`src/rtl/a2c_pkg.sv`:
```
// Shared types and constants for the alignment-to-CIGAR encoder.
// No dependencies; imported by every module of the block.
`default_nettype none

package a2c_pkg;

  // Width of the internal run counter; runs saturate at its all-ones value.
  localparam int LENGTH_BITS = 16;
  // Width of the emitted length field, which also carries the clip lengths.
  localparam int RUN_W = 16;
  localparam int OP_W = 3;
  // Up to three operations come out of one column.
  localparam int NUM_SLOTS = 3;
  localparam int SLOT_W = $clog2(NUM_SLOTS);
  localparam int QUEUE_DEPTH = 2;
  localparam int QPTR_W = $clog2(QUEUE_DEPTH);
  localparam int QCNT_W = $clog2(QUEUE_DEPTH + 1);

  typedef enum logic [OP_W-1:0] {
    OP_M = 3'd0,
    OP_I = 3'd1,
    OP_D = 3'd2,
    OP_S = 3'd3,
    OP_H = 3'd4
  } op_t;

  typedef struct packed {
    logic                 valid;
    op_t                  op;
    logic [RUN_W-1:0]     len;
    logic                 eoc;
  } entry_t;

  // One column's worth of operations, in output order: slot 0 is the leading
  // clip or the broken run, slot 1 the closing run, slot 2 the trailing clip.
  typedef entry_t [NUM_SLOTS-1:0] rec_t;

  typedef struct packed {
    logic full;
    logic empty;
  } q_status_t;

endpackage

`default_nettype wire

```
`src/rtl/a2c_front.sv`:
```
// Front end: takes alignment columns, tracks the open run and builds the
// record of operations each column produces. Depends on a2c_pkg.
`default_nettype none

module a2c_front (
  input  wire logic                  clk,
  input  wire logic                  rst,
  input  wire logic                  cfg_write,
  input  wire logic                  cfg_data,
  input  wire logic                  take,
  input  wire logic                  query_gap,
  input  wire logic                  ref_gap,
  input  wire logic                  first_column,
  input  wire logic                  last_column,
  input  wire logic [15:0]           lead_clip,
  input  wire logic [15:0]           trail_clip,
  output a2c_pkg::rec_t              rec,
  output logic                       rec_push
);
  import a2c_pkg::*;

  logic                   clip_as_hard;
  op_t                    current_op;
  logic [LENGTH_BITS-1:0] current_length;
  logic                   run_open;

  op_t                    clip_op;
  op_t                    new_op;
  op_t                    op_next;
  logic [LENGTH_BITS-1:0] length_next;
  logic                   eff_open;
  logic                   cont;

  always_comb begin
    clip_op  = clip_as_hard ? OP_H : OP_S;
    new_op   = query_gap ? OP_D : (ref_gap ? OP_I : OP_M);
    // A first column drops whatever run was left open.
    eff_open = run_open & ~first_column;
    unique case (current_op)
      OP_D:    cont = eff_open & query_gap;
      OP_I:    cont = eff_open & ref_gap;
      default: cont = eff_open & ~query_gap & ~ref_gap;
    endcase
    if (cont) begin
      op_next     = current_op;
      length_next = (current_length == '1) ? current_length
                                           : current_length + 1'b1;
    end else begin
      op_next     = new_op;
      length_next = LENGTH_BITS'(1);
    end

    rec = '0;
    if (first_column) begin
      rec[0].valid = (lead_clip != '0);
      rec[0].op    = clip_op;
      rec[0].len   = lead_clip;
    end else begin
      rec[0].valid = eff_open & ~cont;
      rec[0].op    = current_op;
      rec[0].len   = RUN_W'(current_length);
    end
    rec[0].eoc   = 1'b0;
    rec[1].valid = last_column;
    rec[1].op    = op_next;
    rec[1].len   = RUN_W'(length_next);
    rec[1].eoc   = (trail_clip == '0);
    rec[2].valid = last_column & (trail_clip != '0);
    rec[2].op    = clip_op;
    rec[2].len   = trail_clip;
    rec[2].eoc   = 1'b1;

    // Columns that only extend a run produce nothing to queue.
    rec_push = take & (rec[0].valid | rec[1].valid);
  end

  always_ff @(posedge clk) begin
    if (rst) begin
      clip_as_hard   <= 1'b0;
      current_op     <= OP_M;
      current_length <= '0;
      run_open       <= 1'b0;
    end else begin
      if (cfg_write) begin
        clip_as_hard <= cfg_data;
      end
      if (take) begin
        current_op <= op_next;
        if (last_column) begin
          run_open       <= 1'b0;
          current_length <= '0;
        end else begin
          run_open       <= 1'b1;
          current_length <= length_next;
        end
      end
    end
  end

endmodule

`default_nettype wire

```
`src/rtl/a2c_queue.sv`:
```
// Short record queue between the front and back ends.
// Depends on a2c_pkg.
`default_nettype none

module a2c_queue (
  input  wire logic                  clk,
  input  wire logic                  rst,
  input  wire logic                  push,
  input  wire a2c_pkg::rec_t         push_rec,
  input  wire logic                  pop,
  output a2c_pkg::rec_t              head_rec,
  output a2c_pkg::q_status_t         status
);
  import a2c_pkg::*;

  rec_t              mem [QUEUE_DEPTH];
  logic [QPTR_W-1:0] wr_ptr;
  logic [QPTR_W-1:0] rd_ptr;
  logic [QCNT_W-1:0] count;
  logic              do_push;
  logic              do_pop;

  always_comb begin
    status.full  = (count == QCNT_W'(QUEUE_DEPTH));
    status.empty = (count == '0);
    do_push      = push & ~status.full;
    do_pop       = pop & ~status.empty;
    head_rec     = mem[rd_ptr];
  end

  always_ff @(posedge clk) begin
    if (do_push) begin
      mem[wr_ptr] <= push_rec;
    end
  end

  always_ff @(posedge clk) begin
    if (rst) begin
      wr_ptr <= '0;
      rd_ptr <= '0;
      count  <= '0;
    end else begin
      if (do_push) begin
        wr_ptr <= (wr_ptr == QPTR_W'(QUEUE_DEPTH - 1)) ? '0 : wr_ptr + 1'b1;
      end
      if (do_pop) begin
        rd_ptr <= (rd_ptr == QPTR_W'(QUEUE_DEPTH - 1)) ? '0 : rd_ptr + 1'b1;
      end
      if (do_push && !do_pop) begin
        count <= count + 1'b1;
      end else if (do_pop && !do_push) begin
        count <= count - 1'b1;
      end
    end
  end

endmodule

`default_nettype wire

```
`src/rtl/a2c_back.sv`:
```
// Back end: walks the valid slots of the head record and emits one CIGAR
// operation per beat through an output register. Depends on a2c_pkg.
`default_nettype none

module a2c_back (
  input  wire logic                  clk,
  input  wire logic                  rst,
  input  wire a2c_pkg::rec_t         head_rec,
  input  wire a2c_pkg::q_status_t    status,
  output logic                       pop,
  output logic                       out_valid,
  input  wire logic                  out_stall,
  output logic [a2c_pkg::OP_W-1:0]   op_code,
  output logic [a2c_pkg::RUN_W-1:0]  run_length,
  output logic                       end_of_cigar
);
  import a2c_pkg::*;

  logic [NUM_SLOTS-1:0] done;
  logic [NUM_SLOTS-1:0] pend;
  logic [NUM_SLOTS-1:0] sel_bit;
  logic [SLOT_W-1:0]    sel;
  logic                 load;
  entry_t               ent;

  always_comb begin
    for (int i = 0; i < NUM_SLOTS; i++) begin
      pend[i] = head_rec[i].valid & ~done[i];
    end
    // Lowest pending slot goes first.
    sel = '0;
    for (int i = NUM_SLOTS - 1; i >= 0; i--) begin
      if (pend[i]) begin
        sel = SLOT_W'(i);
      end
    end
    sel_bit = NUM_SLOTS'(1) << sel;
    ent     = head_rec[sel];
    load    = ~status.empty & (~out_valid | ~out_stall);
    pop     = load & ((pend & ~sel_bit) == '0);
  end

  always_ff @(posedge clk) begin
    if (rst) begin
      out_valid <= 1'b0;
      done      <= '0;
    end else begin
      if (load) begin
        out_valid <= 1'b1;
        done      <= pop ? '0 : (done | sel_bit);
      end else if (!out_stall) begin
        out_valid <= 1'b0;
      end
    end
  end

  always_ff @(posedge clk) begin
    if (load) begin
      op_code      <= ent.op;
      run_length   <= ent.len;
      end_of_cigar <= ent.eoc;
    end
  end

endmodule

`default_nettype wire

```
`src/rtl/alignment_to_cigar_encoder_top.sv`:
```
// Top level of the alignment-to-CIGAR encoder: front end, record queue and
// back end. Depends on a2c_pkg, a2c_front, a2c_queue and a2c_back.
`default_nettype none

// Run-length codes a stream of alignment columns into CIGAR operations. One
// column is taken per cycle while the two-record queue has room; a column
// that extends a run is taken and queues nothing. The output side delivers
// one operation per cycle when not stalled, so a column that closes a run,
// ends the alignment or carries a clip uses the output once per operation it
// makes (one to three); sustained throughput is set by that single output.
// Clip type is set by the cfg port (data bit 1 = H, 0 = S); cfg_ready is
// always high, and writes are meant for idle periods only.
module alignment_to_cigar_encoder_top (
  input  wire logic                  clk,
  input  wire logic                  rst,
  input  wire logic                  cfg_valid,
  output logic                       cfg_ready,
  input  wire logic                  cfg_data,
  input  wire logic                  in_valid,
  output logic                       in_stall,
  input  wire logic                  query_gap,
  input  wire logic                  ref_gap,
  input  wire logic                  first_column,
  input  wire logic                  last_column,
  input  wire logic [15:0]           lead_clip,
  input  wire logic [15:0]           trail_clip,
  output logic                       out_valid,
  input  wire logic                  out_stall,
  output logic [a2c_pkg::OP_W-1:0]   op_code,
  output logic [a2c_pkg::RUN_W-1:0]  run_length,
  output logic                       end_of_cigar
);
  import a2c_pkg::*;

  rec_t      rec;
  rec_t      head_rec;
  q_status_t status;
  logic      rec_push;
  logic      pop;
  logic      take;

  assign cfg_ready = 1'b1;
  assign in_stall  = status.full;
  assign take      = in_valid & ~status.full;

  a2c_front u_front (
    .clk          (clk),
    .rst          (rst),
    .cfg_write    (cfg_valid & cfg_ready),
    .cfg_data     (cfg_data),
    .take         (take),
    .query_gap    (query_gap),
    .ref_gap      (ref_gap),
    .first_column (first_column),
    .last_column  (last_column),
    .lead_clip    (lead_clip),
    .trail_clip   (trail_clip),
    .rec          (rec),
    .rec_push     (rec_push)
  );

  a2c_queue u_queue (
    .clk      (clk),
    .rst      (rst),
    .push     (rec_push),
    .push_rec (rec),
    .pop      (pop),
    .head_rec (head_rec),
    .status   (status)
  );

  a2c_back u_back (
    .clk          (clk),
    .rst          (rst),
    .head_rec     (head_rec),
    .status       (status),
    .pop          (pop),
    .out_valid    (out_valid),
    .out_stall    (out_stall),
    .op_code      (op_code),
    .run_length   (run_length),
    .end_of_cigar (end_of_cigar)
  );

endmodule

`default_nettype wire
```
`config.mk`:
```
export PLATFORM = sky130hd
export DESIGN_NAME = alignment_to_cigar_encoder_top
export DESIGN_NICKNAME = d
export VERILOG_FILES = /design/src/rtl/a2c_pkg.sv /design/src/rtl/a2c_front.sv /design/src/rtl/a2c_queue.sv /design/src/rtl/a2c_back.sv /design/src/rtl/alignment_to_cigar_encoder_top.sv
export SDC_FILE = /design/constraint.sdc
export NUM_CORES = 1
export LEC_CHECK = 0
export BUFFER_PORTS_ARGS = -buffer_cell sky130_fd_sc_hd__buf_2
export CAP_MARGIN = 25
export CORE_ASPECT_RATIO = 0.8
export CORE_MARGIN = 4
export CORE_UTILIZATION = 30
export DETAILED_ROUTE_END_ITERATION = 8
export PLACE_DENSITY = 0.43
export SYNTH_ARGS = -nofsm -noshare
export SYNTH_HDL_FRONTEND = slang
export SYNTH_HIERARCHICAL = 1
export SYNTH_SLANG_ARGS = --single-unit
```
`constraint.sdc`:
```
create_clock -name clk -period 8.2 [get_ports clk]
set_input_delay 0.82 -clock clk [delete_from_list [all_inputs] [get_ports clk]]
set_output_delay 0.82 -clock clk [all_outputs]
set_load 0.005 [all_outputs]
```
# Word-level counts from Yosys, hierarchy flattened
# Memories as Yosys holds them, arrays and structs flattened. A register that Yosys moved wholly into a read port is not among the register bits.
# Index checks and enable logic that the tools add are counted.
[word_totals]
register_bits = 49
inputBits = 42
out_inout_bits = 23
memories = 1
wordCells = 93
ramBits = 122
[memory_table]
columns = ["memory", "words", "word_bits", "rd", "rd_ports_with_merged_regs", "wr", "line_no", "text"]
rows = [
  ["u_queue.mem", 2, 61, 1, 1, 1, "a2c_queue.sv:16", "rec_t mem [QUEUE_DEPTH];"],
]
[classes]
bitwise_logic = 32
add_sub_neg = 5
shift = 1
n_reduce_logical = 10
order_cmp = 1
mux = 26
eq_ne = 5
[op_table]
columns = ["cell", "n"]
rows = [
  ["two-way mux 16 bit", 3],
  ["binary-select mux 21 bit (select 2 bit)", 1],
  ["two-way mux 20 bit", 2],
  ["nonzero test 16 bit", 2],
  ["adder 16 x 1 -> 16 bit (second input constant)", 1],
  ["AND 1 bit", 16],
  ["== test 16 bit (second input constant)", 1],
  ["logical NOT 16 bit", 1],
  ["two-way mux 3 bit", 4],
  ["NOT 1 bit", 11],
  ["two-way mux 1 bit", 10],
  ["two-way mux 2 bit", 5],
  ["AND 3 bit", 1],
  ["== test 3 x 1 -> 1 bit (second input constant)", 1],
  ["== test 3 x 2 -> 1 bit (second input constant)", 1],
  ["logical NOT 3 bit", 1],
  ["< comparator 2 x 3 -> 1 bit (second input constant)", 1],
  ["NOT 3 bit", 1],
  ["bitwise OR 3 bit", 1],
  ["left shift 1 x 2 -> 3 bit (first input constant)", 1],
  ["adder 1 bit (second input constant)", 2],
  ["adder 2 x 1 -> 2 bit (second input constant)", 1],
  ["== test 2 bit (second input constant)", 1],
  ["logical AND 1 bit", 2],
  ["other kinds (7)", 9],
]

# Logic depth before layout (Yosys ltp)
# Gate-level depths: netlist of the first run.
[logic_depth]
depth_word = 15
depth_mapped = 12
ltp_nobuf = 11

# By module
# Netlist of the first run, hierarchy kept.
[modules_own_cells]
columns = ["mod", "area_per_inst_um2", "n_inst", "cells_each"]
rows = [
  ["a2c_queue", 4748.3, 1, 221],
  ["a2c_front", 1949.4, 1, 259],
  ["a2c_back", 1370.1, 1, 145],
  ["alignment_to_cigar_encoder_top", 25.0, 1, 3],
]

# Least setup slack after synthesis of the first run
# OpenSTA, ideal clock, no wires.
[synth_path]
kind = "input-to-reg"
start = "in query_gap"
end = "mem u_queue/mem[1][0] (netlist name), enable pin"
slack_ns = 4.357
arrival_ns = 3.415
t_required_ns = 7.772
path_stages = 7
cell_sequence = "nor4bb_1 -> a211o_1 -> o41ai_1 -> o21a_1 -> inv_1 -> nor2_1 -> and2_1"
[synth_rtl]
columns = ["element", "line_no", "text"]
rows = [
  ["start, declared", "alignment_to_cigar_encoder_top.sv:21", "input wire logic query_gap,"],
  ["end, declared", "a2c_queue.sv:16", ""],
]

==> results of run 1 <==
==> placed cells by master (no fill, tap or decap), types with 21 or more instances in the layout <==
cell | synthesis | final
a21oi_1 | 21 | 21
a31oi_1 | 30 | 30
buf_2 | 21 | 63
dfxtp_1 | 30 | 29
edfxtp_1 | 146 | 146
mux2_2 | 78 | 78
nand2_1 | 21 | 21
nand3_1 | 35 | 35
nor2_1 | 26 | 26
nor4_1 | 33 | 33
o21ai_0 | 30 | 30
==> cell type report <==
class,count,share of cell area [%]
tap,357,4.88
clock buffer,19,4.84
clock inverter,13,1.61
multi-input combinational,378,29.5
sequential,176,54.5
timing repair buffer,71,4.32
inverter,8,0.328
==> cell usage after synthesis (4+ instances only) <==
cell type / instances / share of area [%]
nor3_1: 6 / 0.37
a21oi_1: 21 / 1.3
dfxtp_1: 30 / 7.4
nand4_1: 4 / 0.31
o21ai_1: 6 / 0.37
clkbuf_1: 18 / 0.83
o31ai_1: 5 / 0.46
edfxtp_1: 146 / 54
a211o_1: 4 / 0.43
buf_2: 21 / 1.3
nor4_1: 33 / 2.6
nor2_1: 26 / 1.2
inv_1: 8 / 0.37
nand2_1: 21 / 0.97
a31oi_1: 30 / 2.3
o21ai_0: 30 / 1.9
xnor2_1: 5 / 0.54
xor2_1: 7 / 0.76
nand3_1: 35 / 2.2
buf_4: 23 / 2.1
nor4bb_1: 4 / 0.49
nand2b_1: 6 / 0.46
or4_1: 4 / 0.37
or3_1: 7 / 0.54
a22o_1: 4 / 0.43
mux2_2: 78 / 11
==> flip-flops by register name, indices dropped and copies added (netlist names), 2 cells and up, named ones only <==
signal,cells
u_queue/mem,126
u_queue/count,2
u_front/current_op,3
u_back/op_code,3
u_back/run_length,16
u_back/done,3
u_front/current_length,16
==> layer usage <==
layer	share of wire, %	GRT usage (%)	routed length (um)
met1	53	23.1	11300
met2	42	20.2	9060
met3	4.3	2.92	926
met4	0.74	3.18	159
met5	0	0	0
==> power breakdown <==
group / internal (W) / switching (W) / leakage, nW
registers: 0.00120 / 0.0000505 / 1.61
logic: 0.000280 / 0.000499 / 1.12
clock network: 0.000463 / 0.000361 / 0.290
==> metrics by stage <==
stage,power [W],hold slack (ns)
after floorplan,0.00176,0.452
after global placement,0.00204,0.465
after CTS,0.00290,0.482
final,0.00286,0.484
after detailed placement,0.00206,0.475
after global routing,0.00301,0.509
==> path summary, 6_finish.rpt <==
kind	to	cells after the start
min	u_back/out_valid	2
max reg2reg	u_queue/count[1]	9
min reg2reg	u_back/out_valid	2
max	u_queue/count[1]	9
==> kinds of logic (layout without fill, tap and decap cells) <==
family | count (synthesis) | after routing | share of synthesized area [%]
DFF | 176 | 176 | 61.6
buffers and inverters | 74 | 111 | 5.12
AOI/OAI and AO/OA | 115 | 115 | 8.78
adders and majority gates | 2 | 2 | 0.309
xor gates and xnor gates | 12 | 12 | 1.30
other | 3 | 3 | 0.139
muxes | 80 | 80 | 11.1
and+or+nand+nor | 166 | 166 | 11.7
==> worst register-to-register path: stages, from the launching register on <==
cell and delay (ns):
dfxtp_2 0.31, buf_4 0.68, mux2_2 0.45, nand2b_1 0.71
o21ai_0 0.21, a21oi_1 0.22, o21ai_0 0.17, ha_1 0.35
or3_1 0.35, a21oi_1 0.15
==> run metrics, run 1 <==
status=complete, no violations; via count=5197; CP cell instances=buf_4, mux2_2, nand2b_1, o21ai_0, a21oi_1, o21ai_0, ha_1, or3_1, a21oi_1; CP Max Fanout=63; post-route insts no fill=1022; CP Capture Type=flip-flop; min-delay worst type=flip-flop to flip-flop; Antenna Nets Post-Route=0; Final Hold Vio Count=0; number of enable flip-flop cells after synthesis=146; fin crit period=3.67 ns; fmax=around 270 MHz; 1st-pass router iterations=7; synth-to-layout area growth=13.0%; maximum clock insertion buffer count=2; post-CTS resize count=0; Power Dens Cells=between 300 and 400 nW/um^2; CP max-delay cell=nand2b_1; largest net degree at the start of global routing=64; Placer Congestion=0.810; clk_lat worst skew=0.43 ns; startpoint types=flip-flop; initial detailed-routing violation count=between 400 and 500; Reg2Reg Setup Slack=4.53 ns; number of hold buffers added after cts=0; footprint of the multi-input gates=2700 um^2; utilization after layout=about a third; placed insts=990; RSZ-0062 raised after global routing=false; area of the mapped netlist=8090 um^2; Die Y=approximately 150 um; FF+latch count, synth=176; Setup Buffers After CTS=0; # H-tree levels=4; Fillers=2624; slew of the pin with the lowest slew margin=between 1 and 1.5 ns; cell area after layout=9150 um^2; GRT Util Overall=14.5%; die area=29700 um^2; Largest delay share family, worst path=simple AND/OR/NAND/NOR gates; Largest stage delay, worst path=0.71 ns; Clock Skew=around 0.015 ns; PnR worst setup slack=4.53 ns; nets=696; final setup vio count=0; number of buffers created by CTS=17; storage element area=around 5000 um^2; WL/cell=21.0 um; Final period util=44.7%; Mapped Cells=628; share of synthesized registers carrying an async set or reset=0%; layout cells sized above 1=29.2%; Data required, critical path=8.56 ns; Slew HR=33.3%; worst vdd ir=~160 uV; # rows=53; clock transition at the registers of the reported paths=0.07 ns; Total Wirelength=approximately 21 mm; vias in the first global route=5135; yosys warns=6; Initial Util=30.7%; # Max-Cap Violations=0; dpl ws=4.33 ns; Port Buf Inserts=63; Ports=65; vias per inst=5.09; number of library cell types mapped by synthesis=56; register area share after synthesis=61.6%; global-route wire length before repair=32.3 mm; syn_area_per_cell=12.9 um^2; Diodes inserted=0; clock sinks=~180; CTS root buf=clkbuf_16; Most used DFF post-synth=edfxtp_1; DRC=0; hold_sp=u_back/out_valid; Pleak=3.01 nW; Post-DP HPWL=14.6 mm; total placed instance area=between 8000 and 9000 um^2; critical path class=flip-flop to flip-flop; Bufs and invs on worst path=1; CTS tree=built; area of the core=around 26000 um^2; Die W=192 um; initial antenna violation count=1; GRT overflow=0; pins over their slew limit=0; arrival time at the worst endpoint=4.03 ns; setup total negative slack=0 ns; Synthesized Nets=672
Power figures use the tool's default switching activity.
==> run 2, diff against run 1 <==
--- a/config.mk
+++ b/config.mk
@@ -11,7 +11,7 @@
 export CORE_MARGIN = 4
 export CORE_UTILIZATION = 30
 export DETAILED_ROUTE_END_ITERATION = 8
-export PLACE_DENSITY = 0.43
+export PLACE_DENSITY = 0.44
 export SYNTH_ARGS = -nofsm -noshare
 export SYNTH_HDL_FRONTEND = slang
 export SYNTH_HIERARCHICAL = 1
==> constraint.sdc (replaced) <==
create_clock -name clk -period 3 [get_ports clk]
set_input_delay 0.3 -clock clk [delete_from_list [all_inputs] [get_ports clk]]
set_output_delay 0.3 -clock clk [all_outputs]
set_load 0.005 [all_outputs]
==> run 2 against run 1 <==
  * Cell count increased by 1.7%
  * Combinational power grew to 2.7 times the previous value
  * Clock skew down 0.0012 ns
  * First-iteration DRC count is 4.7% lower
  * Non-clock buffer count grew 17
  * Clock-buffer cell count down 1
==> run metrics, run 2 (same netlist as run 1, synthesis figures left out) <==
status=complete, no violations; worst vdd ir=369 uV (+130%); WL/cell=19.5 um (-7.3%); number of hold buffers added after cts=0 (unchanged); Final period util=87.0% (+42 points); GRT overflow=0 (unchanged); # H-tree levels=4 (unchanged); pins over their slew limit=0 (unchanged); RSZ-0062 raised after global routing=false; Post-DP HPWL=14.1 mm (-3.5%); # rows=53 (unchanged); Largest stage delay, worst path=0.46 ns (-0.25 ns); synth-to-layout area growth=15.1%; post-route insts no fill=1039 (+1.7%); CTS tree=built; startpoint types=flip-flop; clock transition at the registers of the reported paths=0.07 ns (about the same); arrival time at the worst endpoint=2.74 ns (-1.29 ns); final setup vio count=0 (unchanged); placed insts=1006 (+1.6%); Final Hold Vio Count=0 (unchanged); Top Registers=u_queue/mem: 126 flops, u_back/run_length: 16 flops, u_front/current_length: 16 flops; Int Power=0.00529 W (+170%); fin crit period=2.61 ns (-1.06 ns); utilization after layout=35.3% (+0.62 points); Die W=192 um (unchanged); Port Buf Inserts=63 (unchanged); Most flops, register=u_queue/mem; initial antenna violation count=0 (-1); most frequent cells in the layout=edfxtp_1 (146), mux2_2 (78), buf_2 (63); Fillers=2621 (-0.11%); Clock Skew=0.0136 ns (-0.00120 ns); global-route wire length before repair=31.1 mm (-3.8%); CP Max Fanout=27 (-57%); clk_lat worst skew=0.44 ns (about the same); min-delay worst type=input pin to flip-flop; # Max-Cap Violations=0 (unchanged); share of power burned in the clock network=28.2% (-0.6 points); layout cells sized above 1=30.9% (+1.8 points); Data required, critical path=3.13 ns (-5.43 ns); CTS root buf=clkbuf_16; DRC=0 (unchanged); nets=713 (+2.4%); fmax=383 MHz (+41%); Die Y=155 um (unchanged); CP max-delay cell=dfxtp_1; post-CTS resize count=0 (unchanged); initial detailed-routing violation count=384 (-4.7%); max reg flops=126 (unchanged); number of buffers created by CTS=17 (unchanged); 1st-pass router iterations=5 (-2); Sw Share=31.8% (-0.068 points); Setup Buffers After CTS=0 (unchanged); via count=5222 (+0.48%); Initial Util=30.7% (unchanged); Power Dens Cells=833 nW/um^2 (+170%); GRT Util Overall=13.8% (-0.66 points); logic gate share of total power=27.4% (about the same); PnR worst setup slack=0.391 ns (-4.14 ns); slew of the pin with the lowest slew margin=0.665 ns (-0.335 ns); most common cell after layout, fill and taps aside=edfxtp_1; Antenna Nets Post-Route=0 (unchanged); dpl ws=0.308 ns (-4.02 ns); maximum clock insertion buffer count=2 (unchanged); die area=29700 um^2 (unchanged); largest net degree at the start of global routing=64 (unchanged); clock sinks=176 (unchanged); CP Capture Type=flip-flop; Reg2Reg Depth=8 (-1); WHS Path Cells=1 (-1); Seq pwr share=44.3% (+0.4 points); vias in the first global route=5215 (+1.6%); vias per inst=5.03 (-1.2%); area of the core=26400 um^2 (unchanged); critical path class=flip-flop to flip-flop; Placer Congestion=0.770 (-4.9%); CP cell instances=nor4bb_1, a211o_1, o41ai_1, o21a_1, inv_1, or3_1, clkinvlp_4, buf_12; Diodes inserted=0 (unchanged); Slew HR=55.2% (+22 points); Ports=65 (unchanged); Net Sw Power=0.00247 W (+170%); Total Wirelength=20.2 mm (-5.7%); setup total negative slack=0 ns (unchanged); Pleak=3.09 nW (+2.4%)
-- run 2: worst paths after layout --
kind | end | from | slack, ns
setup / recovery | u_queue/mem[0][6] | u_front/current_op[0] | 0.39
hold reg to reg | u_back/out_valid | u_back/out_valid | 0.48
setup reg to reg | u_queue/mem[0][6] | u_front/current_op[0] | 0.39
hold / removal | u_queue/mem[1][52] | trail_clip[9] | 0.08
-- run 2: cell type report --
class | count | area (um^2) | area share [%]
clock buffers | 18 | 429 | 4.61
clock inverters | 14 | 149 | 1.60
inverters | 8 | 33.8 | 0.363
multi-input cells | 378 | 2700 | 29.0
flip-flops and latches | 176 | 4990 | 53.5
well taps | 357 | 447 | 4.80
repair buffers | 88 | 568 | 6.10
-- run 2: power groups by stage --
stage	Combinational (W)	Clock (W)	Sequential, W
3_3_place_gp	0.00213	0	0.00349
2_1_floorplan	0.00135	0	0.00347
6_report	0.00213	0.00219	0.00344
5_1_grt	0.00235	0.00237	0.00349
4_1_cts	0.00217	0.00225	0.00345
3_5_place_dp	0.00215	0	0.00350
-- run 2: routing by layer --
metal | global-route usage (%) | vias up | wire, um | share of wire, %
met5 | 0 | - | 0 | 0
met4 | 3.76 | 0 | 156 | 0.77
met3 | 3.45 | 11 | 1050 | 5.2
met2 | 20.5 | 129 | 9080 | 45
met1 | 20.3 | 2609 | 9950 | 49
li1 | - | 2473 | - | -
-- run 2: through the flow --
stage | hold WS, ns | cell area [um^2] | total power, W
after floorplan | 0.369 | 8100 | 0.00482
after detailed placement | 0.468 | 8710 | 0.00565
after CTS | 0.0491 | 9290 | 0.00787
after global routing | 0.0596 | 9310 | 0.00821
after global placement | 0.459 | 8690 | 0.00561
final | 0.0752 | 9310 | 0.00776
-- run 2: critical path: cells and delay by family, from the launching register on --
| kind | cells | cell delay [ns] |
|---|---|---|
| buffers and inverters | 3 | 0.43 |
| flip-flops | 1 | 0.46 |
| AO/OA/AOI/OAI | 3 | 0.89 |
| AND/OR/NAND/NOR | 2 | 0.50 |
==> run 3, diff against run 2 <==
--- a/config.mk
+++ b/config.mk
@@ -11,7 +11,7 @@
 export CORE_MARGIN = 4
 export CORE_UTILIZATION = 30
 export DETAILED_ROUTE_END_ITERATION = 8
-export PLACE_DENSITY = 0.44
+export PLACE_DENSITY = 0.43
 export SYNTH_ARGS = -nofsm -noshare
 export SYNTH_HDL_FRONTEND = slang
 export SYNTH_HIERARCHICAL = 1
==> constraint.sdc (replaced) <==
create_clock -name clk -period 3.2 [get_ports clk]
set_input_delay 0.32 -clock clk [delete_from_list [all_inputs] [get_ports clk]]
set_output_delay 0.32 -clock clk [all_outputs]
set_load 0.005 [all_outputs]
==> run 3 against run 2 <==
  * Global-route usage is 0.73 points higher
  * Clock power is 9% lower
  * Sequential share of layout area is 0.37 points higher
  * Clock-buffer cell count is 1 lower
  * Routed wire length is 4.4% higher
  * Clock skew is 0.00067 ns lower
  * Die area stayed put
  * Hold slack better by 0.021 ns
  * Sequential cell count stayed put
  * Non-clock buffer count is 5 lower
  * Critical path type unchanged
==> run metrics, run 3 (same netlist as run 1, synthesis figures left out) <==
Final period util=86.2% (-0.74 points); synth-to-layout area growth=14.3%; most common cell after layout, fill and taps aside=edfxtp_1; nets=708 (-0.70%); Antenna Nets Post-Route=0 (unchanged); Largest stage delay, worst path=0.45 ns (about the same); r2r startpoint=u_front/current_op[0]; vias in the first global route=5261 (+0.88%); initial antenna violation count=0 (unchanged); number of hold buffers added after cts=0 (unchanged); critical path class=flip-flop to flip-flop; RSZ-0062 raised after global routing=false; share of power burned in the clock network=27.6% (-0.6 points); # rows=53 (unchanged); initial detailed-routing violation count=428 (+11%); Largest delay share family, worst path=compound AO/OA/AOI/OAI gates; Initial Util=30.7% (unchanged); Power Dens Cells=783 nW/um^2 (-6.1%); Ports=65 (unchanged); area of the core=26400 um^2 (unchanged); most frequent cells in the layout=edfxtp_1 (146), mux2_2 (78), buf_2 (63); Data required, critical path=3.33 ns (+0.20 ns); 1st-pass router iterations=5 (unchanged); CTS tree=built; CP max-delay cell=dfxtp_1; worst vdd ir=433 uV (+17%); CTS root buf=clkbuf_16; Most flops, register=u_queue/mem; Slew HR=33.9% (-21 points); Diodes inserted=0 (unchanged); DRC=0 (unchanged); CP Max Fanout=27 (unchanged); slew of the pin with the lowest slew margin=0.991 ns (+0.326 ns); global-route wire length before repair=32.5 mm (+4.7%); vias per inst=5.11 (+1.6%); arrival time at the worst endpoint=2.89 ns (+0.15 ns); Total Wirelength=21.1 mm (+4.4%); Int Power=0.00488 W (-7.9%); Seq pwr share=44.4% (about the same); startpoint types=flip-flop; Tot Pwr=0.00724 W (-6.7%); clock sinks=176 (unchanged); # Max-Cap Violations=0 (unchanged); fmax=362 MHz (-5.4%); Die W=192 um (unchanged); pins over their slew limit=0 (unchanged); GRT overflow=0 (unchanged); WL/cell=20.4 um (+4.9%); utilization after layout=35.0% (-0.24 points); Sw Share=32.7% (+0.89 points); maximum clock insertion buffer count=2 (unchanged); post-CTS resize count=0 (unchanged); Final Hold Vio Count=0 (unchanged); setup total negative slack=0 ns (unchanged); Top Registers=u_queue/mem: 126 flops, u_back/run_length: 16 flops, u_front/current_length: 16 flops; CP cell instances=nor4bb_1, a211o_1, o41ai_1, o21a_1, inv_1, or3_1, clkinvlp_4, buf_12; die area=29700 um^2 (unchanged); Port Buf Inserts=63 (unchanged); min-delay worst type=input pin to flip-flop; # H-tree levels=4 (unchanged); Placer Congestion=0.803 (+4.2%); layout cells sized above 1=30.6% (-0.36 points); GRT Util Overall=14.6% (+0.73 points); via count=5280 (+1.1%); logic gate share of total power=28.0% (+0.6 points); Clock Skew=0.0129 ns (-0.000675 ns); max reg flops=126 (unchanged); Setup Buffers After CTS=0 (unchanged); Post-DP HPWL=14.9 mm (+5.7%); fin crit period=2.76 ns (+0.150 ns); largest net degree at the start of global routing=64 (unchanged); Setup crit start=u_front/current_op[0]; Net Sw Power=0.00237 W (-4.1%); clk_lat worst skew=0.44 ns (about the same); Pleak=3.06 nW (-0.95%); number of buffers created by CTS=17 (unchanged); final setup vio count=0 (unchanged); CP Capture Type=flip-flop; Bufs and invs on worst path=3 (unchanged); hold_sp=trail_clip[6]; clock transition at the registers of the reported paths=0.07 ns (about the same); Die Y=155 um (unchanged); status=complete, no violations
==> run 3: cell types whose count changed in the layout (fill, tap and decap cells not counted) <==
cell,previous run,this run
inv_8,4,2
clkinvlp_4,5,3
buf_4,20,16
buf_12,3,4
clkbuf_1,1,0
clkinv_8,0,1
bufinv_16,1,0
clkinv_4,3,2
buf_16,1,0
inv_6,2,8
buf_8,1,0
==> run 3: path summary, 6_finish.rpt <==
path | end | slack, ns | depth (start not counted)
worst max-delay path | u_queue/mem[0][52] | 0.44 | 8
worst min-delay path | u_queue/mem[0][49] | 0.1 | 1
worst max register to register | u_queue/mem[0][52] | 0.44 | 8
worst min register to register | u_back/out_valid | 0.48 | 2
==> run 3: layout make-up <==
class | instances | area (um^2)
fillers | 2656 | 17100
well taps | 357 | 447
repair buffers | 83 | 515
clock buffers | 17 | 425
multi-input cells | 378 | 2700
inverters | 8 | 33.8
flip-flops and latches | 176 | 4990
clock inverters | 15 | 141
==> run 3: stage by stage <==
stage	cell area [um^2]	worst slack, ns	hold slack (ns)	std cells
final	9250	0.441	0.0966	1034
after global routing	9250	0.296	0.0824	1034
after CTS	9250	0.440	0.0720	1034
after detailed placement	8680	0.358	0.476	1002
after global placement	8680	0.374	0.469	1002
after floorplan	8100	0.459	0.389	628
==> run 3: layer usage <==
layer | global-route usage, % | wire (um) | share of wire, %
met1 | 23.2 | 11100 | 53
met2 | 20.2 | 8790 | 42
met3 | 2.98 | 994 | 4.7
met4 | 3.32 | 203 | 0.96
met5 | 0 | 0 | 0
==> run 3: power groups by stage <==
stage / registers [W] / clock network [W] / logic, W
2_1_floorplan: 0.00326 / 0 / 0.00126
3_3_place_gp: 0.00326 / 0 / 0.00205
3_5_place_dp: 0.00327 / 0 / 0.00205
4_1_cts: 0.00322 / 0.00206 / 0.00207
5_1_grt: 0.00326 / 0.00216 / 0.00223
6_report: 0.00322 / 0.00200 / 0.00203
==> run 3: worst reg2reg max path, cell delays in order (launching register included) <==
cell        delay, ns
dfxtp_1          0.45
nor4bb_1         0.09
a211o_1          0.31
o41ai_1          0.45
o21a_1           0.18
inv_1            0.06
or3_1            0.40
clkinvlp_4       0.26
buf_12           0.24
